[config.mk]
export PLATFORM = sky130hd
export DESIGN_NAME = binary_min_heap_queue
export DESIGN_NICKNAME = d
export VERILOG_FILES = /design/src/hdl/hmq_pkg.sv /design/src/hdl/binary_min_heap_queue.sv /design/src/hdl/hmq_heap_ram.sv
export SDC_FILE = /design/constraint.sdc
export NUM_CORES = 2
export LEC_CHECK = 0
export BUFFER_PORTS_ARGS = -buffer_cell sky130_fd_sc_hd__buf_4
export CAP_MARGIN = 20
export CORE_MARGIN = 1.5
export CORE_UTILIZATION = 44
export CTS_BUF_LIST = sky130_fd_sc_hd__clkbuf_8
export CTS_CLUSTER_DIAMETER = 200
export CTS_CLUSTER_SIZE = 16
export DETAILED_ROUTE_END_ITERATION = 12
export GPL_TIMING_DRIVEN = 1
export PLACE_DENSITY = 0.62
export RECOVER_POWER = 100
export SLEW_MARGIN = 15
export SYNTH_ARGS = -nofsm -noshare
export SYNTH_HDL_FRONTEND = slang
export SYNTH_HIERARCHICAL = 1
export SYNTH_SLANG_ARGS = --single-unit
[constraint.sdc]
create_clock -name clk -period 8.6 [get_ports clk]
set_input_delay 1.72 -clock clk [delete_from_list [all_inputs] [get_ports clk]]
set_output_delay 1.72 -clock clk [all_outputs]
set_load 0.05 [all_outputs]
[src/hdl/hmq_pkg.sv]
// hmq_pkg: shared constants and codes for the binary min-heap queue
// no dependencies; imported by hmq_heap_ram, binary_min_heap_queue and the testbench
`default_nettype none

package hmq_pkg;

    localparam int HEAP_DEPTH_DEF = 32;
    localparam int KEY_BITS_DEF   = 16;
    localparam int TAG_BITS_DEF   = 8;
    localparam int OCC_BITS       = 6;

    typedef enum logic [1:0] {
        STATUS_OK    = 2'd0,
        STATUS_FULL  = 2'd1,
        STATUS_EMPTY = 2'd2
    } status_t;

    typedef enum logic {
        FUNC_INSERT = 1'b0,
        FUNC_REMOVE = 1'b1
    } func_t;

endpackage

`default_nettype wire

[src/hdl/binary_min_heap_queue.sv]
// binary_min_heap_queue: top level of the min-heap priority queue
// depends on hmq_pkg and hmq_heap_ram
//
// usage:
//   input channel (in_valid / in_stall) carries one word: func, new_key, new_tag.
//   func insert places the entry in the heap; func remove pops the minimum key.
//   output channel (out_valid / out_stall) returns one word per input word:
//   out_key / out_tag of the removed entry (zero otherwise), status and the
//   occupancy after the operation.
// timing:
//   the block works on one word at a time; in_stall is high while busy.
//   a result is raised on out_valid from S_DONE, and the next word is taken
//   once the sequencer is back in S_IDLE.
//   insert: S_UP reads the parent and S_UP_CMP compares and writes, once per
//   heap level climbed; the climb ends at the root or below a smaller parent.
//   remove: S_RM_LOAD takes the root and the last entry, then S_DN and S_DN_CMP
//   run once per level descended, until a leaf or no smaller child.
//   refused operations (full insert, empty remove) go straight to S_DONE.
//   each sift level costs one registered read of the slot memory, one key
//   compare and one write; the way down also picks the smaller child.
// reset:
//   rst_n clears the entry count and the output valid; slot contents are
//   left as they are and never used before written.
// stall:
//   a finished result sits in the output register; the next input word is
//   taken meanwhile, and its result waits in the done state until released.
`default_nettype none

module binary_min_heap_queue
    import hmq_pkg::*;
#(
    parameter int HEAP_DEPTH = HEAP_DEPTH_DEF,
    parameter int KEY_BITS   = KEY_BITS_DEF,
    parameter int TAG_BITS   = TAG_BITS_DEF
)
(
    input  wire logic                clk,
    input  wire logic                rst_n,
    input  wire logic                in_valid,
    output logic                     in_stall,
    input  wire logic                func,
    input  wire logic [KEY_BITS-1:0] new_key,
    input  wire logic [TAG_BITS-1:0] new_tag,
    output logic                     out_valid,
    input  wire logic                out_stall,
    output logic      [KEY_BITS-1:0] out_key,
    output logic      [TAG_BITS-1:0] out_tag,
    output logic      [1:0]          status,
    output logic      [OCC_BITS-1:0] occupancy
);

    localparam int AW = $clog2(HEAP_DEPTH);
    localparam int CW = $clog2(HEAP_DEPTH + 1);
    localparam int IW = AW + 2;
    localparam int EW = KEY_BITS + TAG_BITS;

    typedef enum logic [2:0] {
        S_IDLE,
        S_UP,
        S_UP_CMP,
        S_RM_LOAD,
        S_DN,
        S_DN_CMP,
        S_DONE
    } state_t;

    state_t              state_reg, state_next;
    logic [AW-1:0]       pos_reg, pos_next;
    logic [CW-1:0]       count_reg, count_next;
    logic [KEY_BITS-1:0] cur_key_reg, cur_key_next;
    logic [TAG_BITS-1:0] cur_tag_reg, cur_tag_next;
    logic [KEY_BITS-1:0] res_key_reg, res_key_next;
    logic [TAG_BITS-1:0] res_tag_reg, res_tag_next;
    status_t             res_status_reg, res_status_next;
    logic                out_valid_reg, out_valid_next;
    logic [KEY_BITS-1:0] out_key_reg, out_key_next;
    logic [TAG_BITS-1:0] out_tag_reg, out_tag_next;
    logic [1:0]          out_status_reg, out_status_next;
    logic [OCC_BITS-1:0] out_occ_reg, out_occ_next;

    // memory ports
    logic          wr_en;
    logic [AW-1:0] wr_addr;
    logic [EW-1:0] wr_data;
    logic [AW-1:0] rd_a_addr, rd_b_addr;
    logic [EW-1:0] rd_a_data, rd_b_data;

    // child and parent index arithmetic
    logic [IW-1:0]       left_idx, right_idx, count_ext;
    logic [AW-1:0]       parent_addr;
    logic                have_left, have_right;
    logic [KEY_BITS-1:0] a_key, b_key, pick_key;
    logic [TAG_BITS-1:0] a_tag, b_tag, pick_tag;
    logic [AW-1:0]       pick_addr;
    logic                take_right;

    hmq_heap_ram #(
        .DEPTH (HEAP_DEPTH),
        .WIDTH (EW),
        .AW    (AW)
    ) u_ram (
        .clk       (clk),
        .wr_en     (wr_en),
        .wr_addr   (wr_addr),
        .wr_data   (wr_data),
        .rd_a_addr (rd_a_addr),
        .rd_a_data (rd_a_data),
        .rd_b_addr (rd_b_addr),
        .rd_b_data (rd_b_data)
    );

    assign left_idx    = IW'({pos_reg, 1'b1});
    assign right_idx   = left_idx + IW'(1);
    assign count_ext   = IW'(count_reg);
    assign parent_addr = AW'((pos_reg - AW'(1)) >> 1);
    assign have_left   = left_idx < count_ext;
    assign have_right  = right_idx < count_ext;

    assign a_key = rd_a_data[EW-1:TAG_BITS];
    assign a_tag = rd_a_data[TAG_BITS-1:0];
    assign b_key = rd_b_data[EW-1:TAG_BITS];
    assign b_tag = rd_b_data[TAG_BITS-1:0];

    // smaller child, right one on a tie
    assign take_right = have_right && !(a_key < b_key);
    assign pick_key   = take_right ? b_key : a_key;
    assign pick_tag   = take_right ? b_tag : a_tag;
    assign pick_addr  = take_right ? AW'(right_idx) : AW'(left_idx);

    assign in_stall = (state_reg != S_IDLE);

    always_comb
    begin
        state_next      = state_reg;
        pos_next        = pos_reg;
        count_next      = count_reg;
        cur_key_next    = cur_key_reg;
        cur_tag_next    = cur_tag_reg;
        res_key_next    = res_key_reg;
        res_tag_next    = res_tag_reg;
        res_status_next = res_status_reg;
        out_valid_next  = out_valid_reg;
        out_key_next    = out_key_reg;
        out_tag_next    = out_tag_reg;
        out_status_next = out_status_reg;
        out_occ_next    = out_occ_reg;

        wr_en     = 1'b0;
        wr_addr   = pos_reg;
        wr_data   = {cur_key_reg, cur_tag_reg};
        rd_a_addr = AW'(left_idx);
        rd_b_addr = AW'(right_idx);

        // output register drains independently of the sequencer
        if (out_valid_reg && !out_stall)
        begin
            out_valid_next = 1'b0;
        end

        unique case (state_reg)
            S_IDLE:
            begin
                rd_a_addr = '0;
                rd_b_addr = AW'(count_reg - CW'(1));
                if (in_valid)
                begin
                    res_key_next    = '0;
                    res_tag_next    = '0;
                    res_status_next = STATUS_OK;
                    cur_key_next    = new_key;
                    cur_tag_next    = new_tag;
                    if (func == FUNC_INSERT)
                    begin
                        if (count_reg == CW'(HEAP_DEPTH))
                        begin
                            res_status_next = STATUS_FULL;
                            state_next      = S_DONE;
                        end
                        else
                        begin
                            pos_next   = AW'(count_reg);
                            count_next = count_reg + CW'(1);
                            state_next = S_UP;
                        end
                    end
                    else
                    begin
                        if (count_reg == '0)
                        begin
                            res_status_next = STATUS_EMPTY;
                            state_next      = S_DONE;
                        end
                        else
                        begin
                            count_next = count_reg - CW'(1);
                            state_next = S_RM_LOAD;
                        end
                    end
                end
            end

            S_UP:
            begin
                rd_a_addr = parent_addr;
                if (pos_reg == '0)
                begin
                    wr_en      = 1'b1;
                    state_next = S_DONE;
                end
                else
                begin
                    state_next = S_UP_CMP;
                end
            end

            S_UP_CMP:
            begin
                wr_en = 1'b1;
                if (cur_key_reg > a_key)
                begin
                    state_next = S_DONE;
                end
                else
                begin
                    // parent moves down into the hole
                    wr_data    = rd_a_data;
                    pos_next   = parent_addr;
                    state_next = S_UP;
                end
            end

            S_RM_LOAD:
            begin
                res_key_next = a_key;
                res_tag_next = a_tag;
                cur_key_next = b_key;
                cur_tag_next = b_tag;
                pos_next     = '0;
                state_next   = S_DN;
            end

            S_DN:
            begin
                if (!have_left)
                begin
                    wr_en      = 1'b1;
                    state_next = S_DONE;
                end
                else
                begin
                    state_next = S_DN_CMP;
                end
            end

            S_DN_CMP:
            begin
                wr_en = 1'b1;
                if (pick_key < cur_key_reg)
                begin
                    // child moves up into the hole
                    wr_data    = {pick_key, pick_tag};
                    pos_next   = pick_addr;
                    state_next = S_DN;
                end
                else
                begin
                    state_next = S_DONE;
                end
            end

            S_DONE:
            begin
                if (!out_valid_reg || !out_stall)
                begin
                    out_valid_next  = 1'b1;
                    out_key_next    = res_key_reg;
                    out_tag_next    = res_tag_reg;
                    out_status_next = res_status_reg;
                    out_occ_next    = OCC_BITS'(count_reg);
                    state_next      = S_IDLE;
                end
            end

            default:
            begin
                state_next = S_IDLE;
            end
        endcase
    end

    always_ff @(posedge clk or negedge rst_n)
    begin
        if (!rst_n)
        begin
            state_reg      <= S_IDLE;
            count_reg      <= '0;
            out_valid_reg  <= 1'b0;
            pos_reg        <= '0;
            cur_key_reg    <= '0;
            cur_tag_reg    <= '0;
            res_key_reg    <= '0;
            res_tag_reg    <= '0;
            res_status_reg <= STATUS_OK;
            out_key_reg    <= '0;
            out_tag_reg    <= '0;
            out_status_reg <= '0;
            out_occ_reg    <= '0;
        end
        else
        begin
            state_reg      <= state_next;
            count_reg      <= count_next;
            out_valid_reg  <= out_valid_next;
            pos_reg        <= pos_next;
            cur_key_reg    <= cur_key_next;
            cur_tag_reg    <= cur_tag_next;
            res_key_reg    <= res_key_next;
            res_tag_reg    <= res_tag_next;
            res_status_reg <= res_status_next;
            out_key_reg    <= out_key_next;
            out_tag_reg    <= out_tag_next;
            out_status_reg <= out_status_next;
            out_occ_reg    <= out_occ_next;
        end
    end

    assign out_valid = out_valid_reg;
    assign out_key   = out_key_reg;
    assign out_tag   = out_tag_reg;
    assign status    = out_status_reg;
    assign occupancy = out_occ_reg;

endmodule

`default_nettype wire

[src/hdl/hmq_heap_ram.sv]
// hmq_heap_ram: heap slot storage, one write port and two registered read ports
// depends on hmq_pkg for default sizes
`default_nettype none

module hmq_heap_ram
    import hmq_pkg::*;
#(
    parameter int DEPTH = HEAP_DEPTH_DEF,
    parameter int WIDTH = KEY_BITS_DEF + TAG_BITS_DEF,
    parameter int AW    = $clog2(DEPTH)
)
(
    input  wire logic             clk,
    input  wire logic             wr_en,
    input  wire logic [AW-1:0]    wr_addr,
    input  wire logic [WIDTH-1:0] wr_data,
    input  wire logic [AW-1:0]    rd_a_addr,
    output logic      [WIDTH-1:0] rd_a_data,
    input  wire logic [AW-1:0]    rd_b_addr,
    output logic      [WIDTH-1:0] rd_b_data
);

    logic [WIDTH-1:0] mem [DEPTH];

    always_ff @(posedge clk)
    begin
        if (wr_en)
        begin
            mem[wr_addr] <= wr_data;
        end
    end

    // out-of-range addresses only occur for slots whose data is ignored
    always_ff @(posedge clk)
    begin
        rd_a_data <= mem[rd_a_addr];
        rd_b_data <= mem[rd_b_addr];
    end

endmodule

`default_nettype wire

### After elaboration in Yosys (flattened, before gate mapping)

Memories as Yosys holds them, arrays and structs flattened. A register that Yosys moved wholly into a read port is not among the register bits.
Index checks and enable logic that the tools add are counted.

* RAM bits: 768
* memories kept: 1
* register bits: 97

* reduce and logical (&&, ||, !) cells: 19
* multiplexer cells: 46
* $add $sub $neg: 4
* $lt $le $gt $ge: 5
* equality and inequality tests: 15

Memory list
* u_ram.mem: words 32, bits a word 24, rd ports 2, clocked after Yosys merged registers in 2, wr ports 1, line hmq_heap_ram.sv:23 `logic [WIDTH-1:0] mem [DEPTH];`

Operator list (count)
* case mux 16 bit (2 select lines): 2
* 2-to-1 mux 16 bit: 3
* 2-to-1 mux 24 bit: 2
* case mux 24 bit (2 select lines): 1
* 2-to-1 mux 5 bit: 7
* less-than comparator 16 bit: 2
* case mux 8 bit (2 select lines): 2
* 2-to-1 mux 8 bit: 3
* 2-to-1 mux 3 bit: 7
* case mux 3 bit (7 select lines): 1
* case mux 5 bit (4 select lines): 1
* 2-to-1 mux 6 bit: 3
* > comparator 16 bit: 1
* != test 2 bit, second input constant: 8
* case mux 5 bit (2 select lines): 1
* equality test 3 bit, second input constant: 3
* 2-to-1 mux 1 bit: 8
* 2-to-1 mux 2 bit: 4
* AND reduction 2 bit: 4
* adder 6 x 1 -> 7 bit, second input constant: 1
* less-than comparator 7 x 6 -> 1 bit: 1
* adder 6 x 1 -> 6 bit, second input constant: 1
* equality test 3 x 2 -> 1 bit, second input constant: 2
* equality test 6 bit, second input constant: 1
* 17 further kinds: 20

### Longest topological paths before layout

* depth after elaboration: 7
* gate-level depth with buffers: 20
* mapped depth without buffers: 18

### Hierarchy

The synthesis kept the hierarchy.

Modules (own cells, without submodules)
* hmq_heap_ram: area each 37644.9 µm², times used 1, cells an instance 2608
* binary_min_heap_queue: area each 6678.9 µm², times used 1, cells an instance 757

### Worst setup path before layout

OpenSTA, ideal clock, no wires.

* kind: register to register
* from: reg pos_reg[2]
* to: mem u_ram/mem[0][3] in the netlist's numbering, data pin
* period minus slack after synthesis: 5.005 ns
* data required time: 8.250 ns
* arrival time: 4.654 ns
* stages on the path, launching flop included: 18
* library setup time: 0.350 ns
* path slack: 3.595 ns
* cells stage by stage: dfrtp_1 > clkbuf_1 > xor2_1 > ha_1 > o2111ai_1 > a31oi_1 > a211oi_2 > clkbuf_1 > nand2_1 > o21ai_0 > ha_1 > a2111oi_0 > nand3_1 > a2111oi_2 > or2_2 > o21ai_2 > buf_2 > a221o_1

* cells in the longest elaborated chain, start to end: 7
* elaborated cells on any way between the ends: 8
* classes of those cells: add/sub (1); order compare (2); mux (4); reduce/logical (1)

RTL lines
* from (decl): line binary_min_heap_queue.sv:68 `logic [AW-1:0] pos_reg, pos_next;`
* from (signal assigned): line binary_min_heap_queue.sv:314 `pos_reg <= pos_next;`
* adder 6 x 1 -> 7 bit (*): line binary_min_heap_queue.sv:113 `assign right_idx = left_idx + IW'(1);`
* less-than comparator 7 x 6 -> 1 bit (*): line binary_min_heap_queue.sv:117 `assign have_right = right_idx < count_ext;`
* logical AND 1 bit (*): line binary_min_heap_queue.sv:125 `assign take_right = have_right && !(a_key < b_key);`
* 2-to-1 mux 16 bit: line binary_min_heap_queue.sv:126 `assign pick_key = take_right ? b_key : a_key;`
* less-than comparator 16 bit: line binary_min_heap_queue.sv:258 `if (pick_key < cur_key_reg)`
* 2-to-1 mux 24 bit (*): line binary_min_heap_queue.sv:258
* case mux 24 bit (2 select lines) (*): line binary_min_heap_queue.sv:160 `unique case (state_reg)`
* named net wr_data[3]: line binary_min_heap_queue.sv:84 `logic [EW-1:0] wr_data;`
* to (decl): line hmq_heap_ram.sv:23

Mark *: on every way through the listed nets, which the timed path passes. The rest lies on a longest branch.

### Worst setup path in the final report

* from: reg pos_reg[2]
* to: mem u_ram/mem[0][17] in the netlist's numbering, data pin

* cells in the longest elaborated chain, start to end: 7

RTL lines (line)
* adder 6 x 1 -> 7 bit (*): binary_min_heap_queue.sv:113
* less-than comparator 7 x 6 -> 1 bit (*): binary_min_heap_queue.sv:117
* logical AND 1 bit (*): binary_min_heap_queue.sv:125
* 2-to-1 mux 16 bit (*): binary_min_heap_queue.sv:126
* less-than comparator 16 bit: binary_min_heap_queue.sv:258
* 2-to-1 mux 24 bit (*): binary_min_heap_queue.sv:258
* case mux 24 bit (2 select lines) (*): binary_min_heap_queue.sv:160
* named net wr_data[17]: binary_min_heap_queue.sv:84

Marks and branches as above.

==> metrics.md <==
| Metric | Value |
|---|---|
| Yosys top cell by area | `edfxtp_1` |
| WP data required | `8.98 ns` |
| Post-Route Setup TNS | `0 ns` |
| Leading cell types by count after synthesis | `mux2i_1, edfxtp_1, nand2_1` |
| Failing checks | `max-capacitance violations, max-slew violations` |
| CTS Hold Bufs | `0` |
| H-tree lvl count | `3` |
| Cell Area, Synth | `0.0443 mm2` |
| Count leader, synth | `mux2i_1` |
| Ys flop type | `edfxtp_1` |
| Met2 wire length | `65600 um` |
| DP HPWL | `77900 um` |
| Detail Route met3 WL | `14300 um` |
| Crit Path Max Fanout | `28` |
| Drt pass-1 iters | `9` |
| Clock-pin slew on the worst setup and hold paths | `0.13 ns` |
| Clock Skew | `0.0708 ns` |
| Post-synth top area share | `52.0%` |
| First-pass GRT wire length | `204000 um` |
| Number of core rows | `116` |
| Outcome | `finished, violations left` |
| Top Metal Used | `met5` |
| Drt wl/cell | `30.9 um` |
| Worst Tran Pin Value | `3.94 ns` |
| Port Buffer Count | `62` |
| Crit end category | `flip-flop` |
| Startpoint types | `flip-flop` |
| Die H | `320 um` |
| Total GRT Usage | `27.8%` |
| Die Wd | `320 um` |
| Sequential cell area | `0.0265 mm2` |
| Async set-or-reset flop fraction in the synthesized netlist | `10.6%` |
| Final Setup Violations | `0` |
| Hold Crit Class | `flip-flop to flip-flop` |
| Filler cell count | `8900` |
| First-iteration detailed-routing DRC count | `3728` |
| Worst-Skew Late Latency | `0.76 ns` |
| Biggest register | `u_ram/mem` |
| Tcrit/Tclk final | `82.5%` |
| Post-DRT Antenna Nets | `0` |
| Hold Vio Cnt, Final | `0` |
| Register bit total from synthesis | `913` |
| Relative slew slack | `-162%` |
| Top post-synthesis cells by area | `edfxtp_1, mux2i_1, dfrtp_1, a22oi_1, nand2_1` |
| Num CTS Buffers | `67` |
| Critical path arrival | `7.48 ns` |
| WL met1 | `59500 um` |
| Die Area | `0.103 mm2` |
| Routed WL | `145000 um` |
| Clock sink count | `913` |
| Area occupied by multi-input gates | `0.0165 mm2` |
| Area grow syn2layout | `5.70%` |
| Count of cell types in the netlist | `63` |
| Max reg flops | `768` |
| CTS tree | `yes` |
| Max-Cap Viols | `50` |
| Gates resized, CTS repair | `0` |
| Num ports | `63` |
| Fin. max-slew vios | `1119` |
| Nets | `3432` |
| Core area | `0.100 mm2` |
| Postcts setup bufs | `0` |
| YS warnings | `6` |
| Vias in the first global route | `28118` |
| Setup ws final | `1.50 ns` |
| Fin util | `46.9%` |
| Root buffer cell | `clkbuf_8` |
| Syn Area/Cell | `13.2 um2` |
| Post-route minimum period | `7.10 ns` |
| Syn Nets | `3455` |
| DRC Markers | `0` |
| Initial Util | `44.3%` |
| CTS max path bufs | `3` |
| Number of synthesized flops with an enable pin | `768` |
| Top flop regs | `u_ram/mem x768, u_ram/rd_a_data x24, u_ram/rd_b_data x24` |
| Fraction of layout cells with a size suffix above 1 | `6.03%` |
| Detail-routed via count per cell | `6.33` |
| Cells after Synth | `3365` |
| Pre-CTS setup slack | `1.91 ns` |
| Initial antenna violation count | `15` |
| Overflow after GRT | `0` |
| Via count | `29749` |
| RSZ-0062 raised after global routing | `false` |
| Placer Congestion | `0.917` |
| Setup CP Type | `flip-flop to flip-flop` |
| Seq/Total Area, Yosys | `59.7%` |
| Largest net degree at the start of global routing | `132` |
| Maximum operating frequency | `141 MHz` |
==> final cells by class <==
class	instances	share of cell area (%)
Sequential cell	913	56.5
Multi-Input combinational cell	2158	35.2
Tap cell	1298	3.47
Clock buffer	69	2.03
Timing Repair Buffer	138	1.83
Clock inverter	55	0.515
Inverter	64	0.513
Antenna cell	3	0.0160
==> per-layer routing <==
layer | vias up | global-route usage (%)
met4 | 6 | 11.0
met5 | - | 0
met1 | 15012 | 38.3
met2 | 1577 | 43.4
met3 | 306 | 5.16
li1 | 12848 | -
==> placed cells by master (no fill, tap or decap), types with 45 or more instances in the layout <==
master    instances
inv_1           113
dfrtp_1          97
nor3_1           58
a31oi_1          54
mux2i_1         793
nand3_1         162
clkbuf_8         69
nand2_1         267
nor2_1           45
a22o_1           99
ha_1             61
a22oi_1         144
clkbuf_1         80
dfxtp_1          48
o21ai_0          89
buf_4            47
edfxtp_1        768
a21oi_1         170
==> final timing paths <==
check                                            start  cells past startpoint                           to  slack (ns)
min reg2reg                u_ram/rd_b_data[21]$_DFF_P_                      2  cur_key_reg[13]$_DFFE_PN0P_        0.47
max                             pos_reg[2]$_DFFE_PN0P_                     18   u_ram/mem[0][17]$_DFFE_PP_        1.50
min                        u_ram/rd_b_data[21]$_DFF_P_                      2  cur_key_reg[13]$_DFFE_PN0P_        0.47
min in group asynchronous                        rst_n                      1       out_tag[3]$_DFFE_PN0P_        2.14
max reg2reg                     pos_reg[2]$_DFFE_PN0P_                     18   u_ram/mem[0][17]$_DFFE_PP_        1.50
max in group asynchronous                        rst_n                      2  res_key_reg[12]$_DFFE_PN0P_        2.81
==> per-stage QoR <==
stage               area, um2  cells  hold WS, ns
floorplan               44300   3365        0.425
global placement        46100   4564        0.457
detailed placement      46100   4564        0.471
CTS                     47300   4688        0.458
global route            46900   4698        0.501
finish                  46900   4698        0.472
==> worst max-delay path, cell delays in order, from the launching register on <==
cell,delay [ns]
dfrtp_1,0.77
and3_1,0.32
xor2_1,0.25
ha_1,0.31
a21oi_1,0.14
a31oi_1,0.29
a211oi_4,0.66
buf_4,0.40
o21ai_0,0.18
ha_1,0.33
a21oi_1,0.07
o21ai_0,0.44
nand2_1,0.14
and3_1,0.22
a2bb2oi_1,0.14
or2_2,0.35
o21ai_4,0.39
a221o_1,0.44
clkbuf_1,0.88
==> kinds of logic after synthesis <==
group           count (synthesis)  synth area share [%]
compound gates                627                  9.52
xor+xnor                       19                 0.375
fa+ha+maj                      61                  1.72
buf+inv                       294                  3.54
flops                         913                  59.7
mux                           828                  18.8
simple gates                  623                  6.38
Power is not shown: default switching activity piles up to over one toggle a cycle in this logic, so the estimate is an artifact.
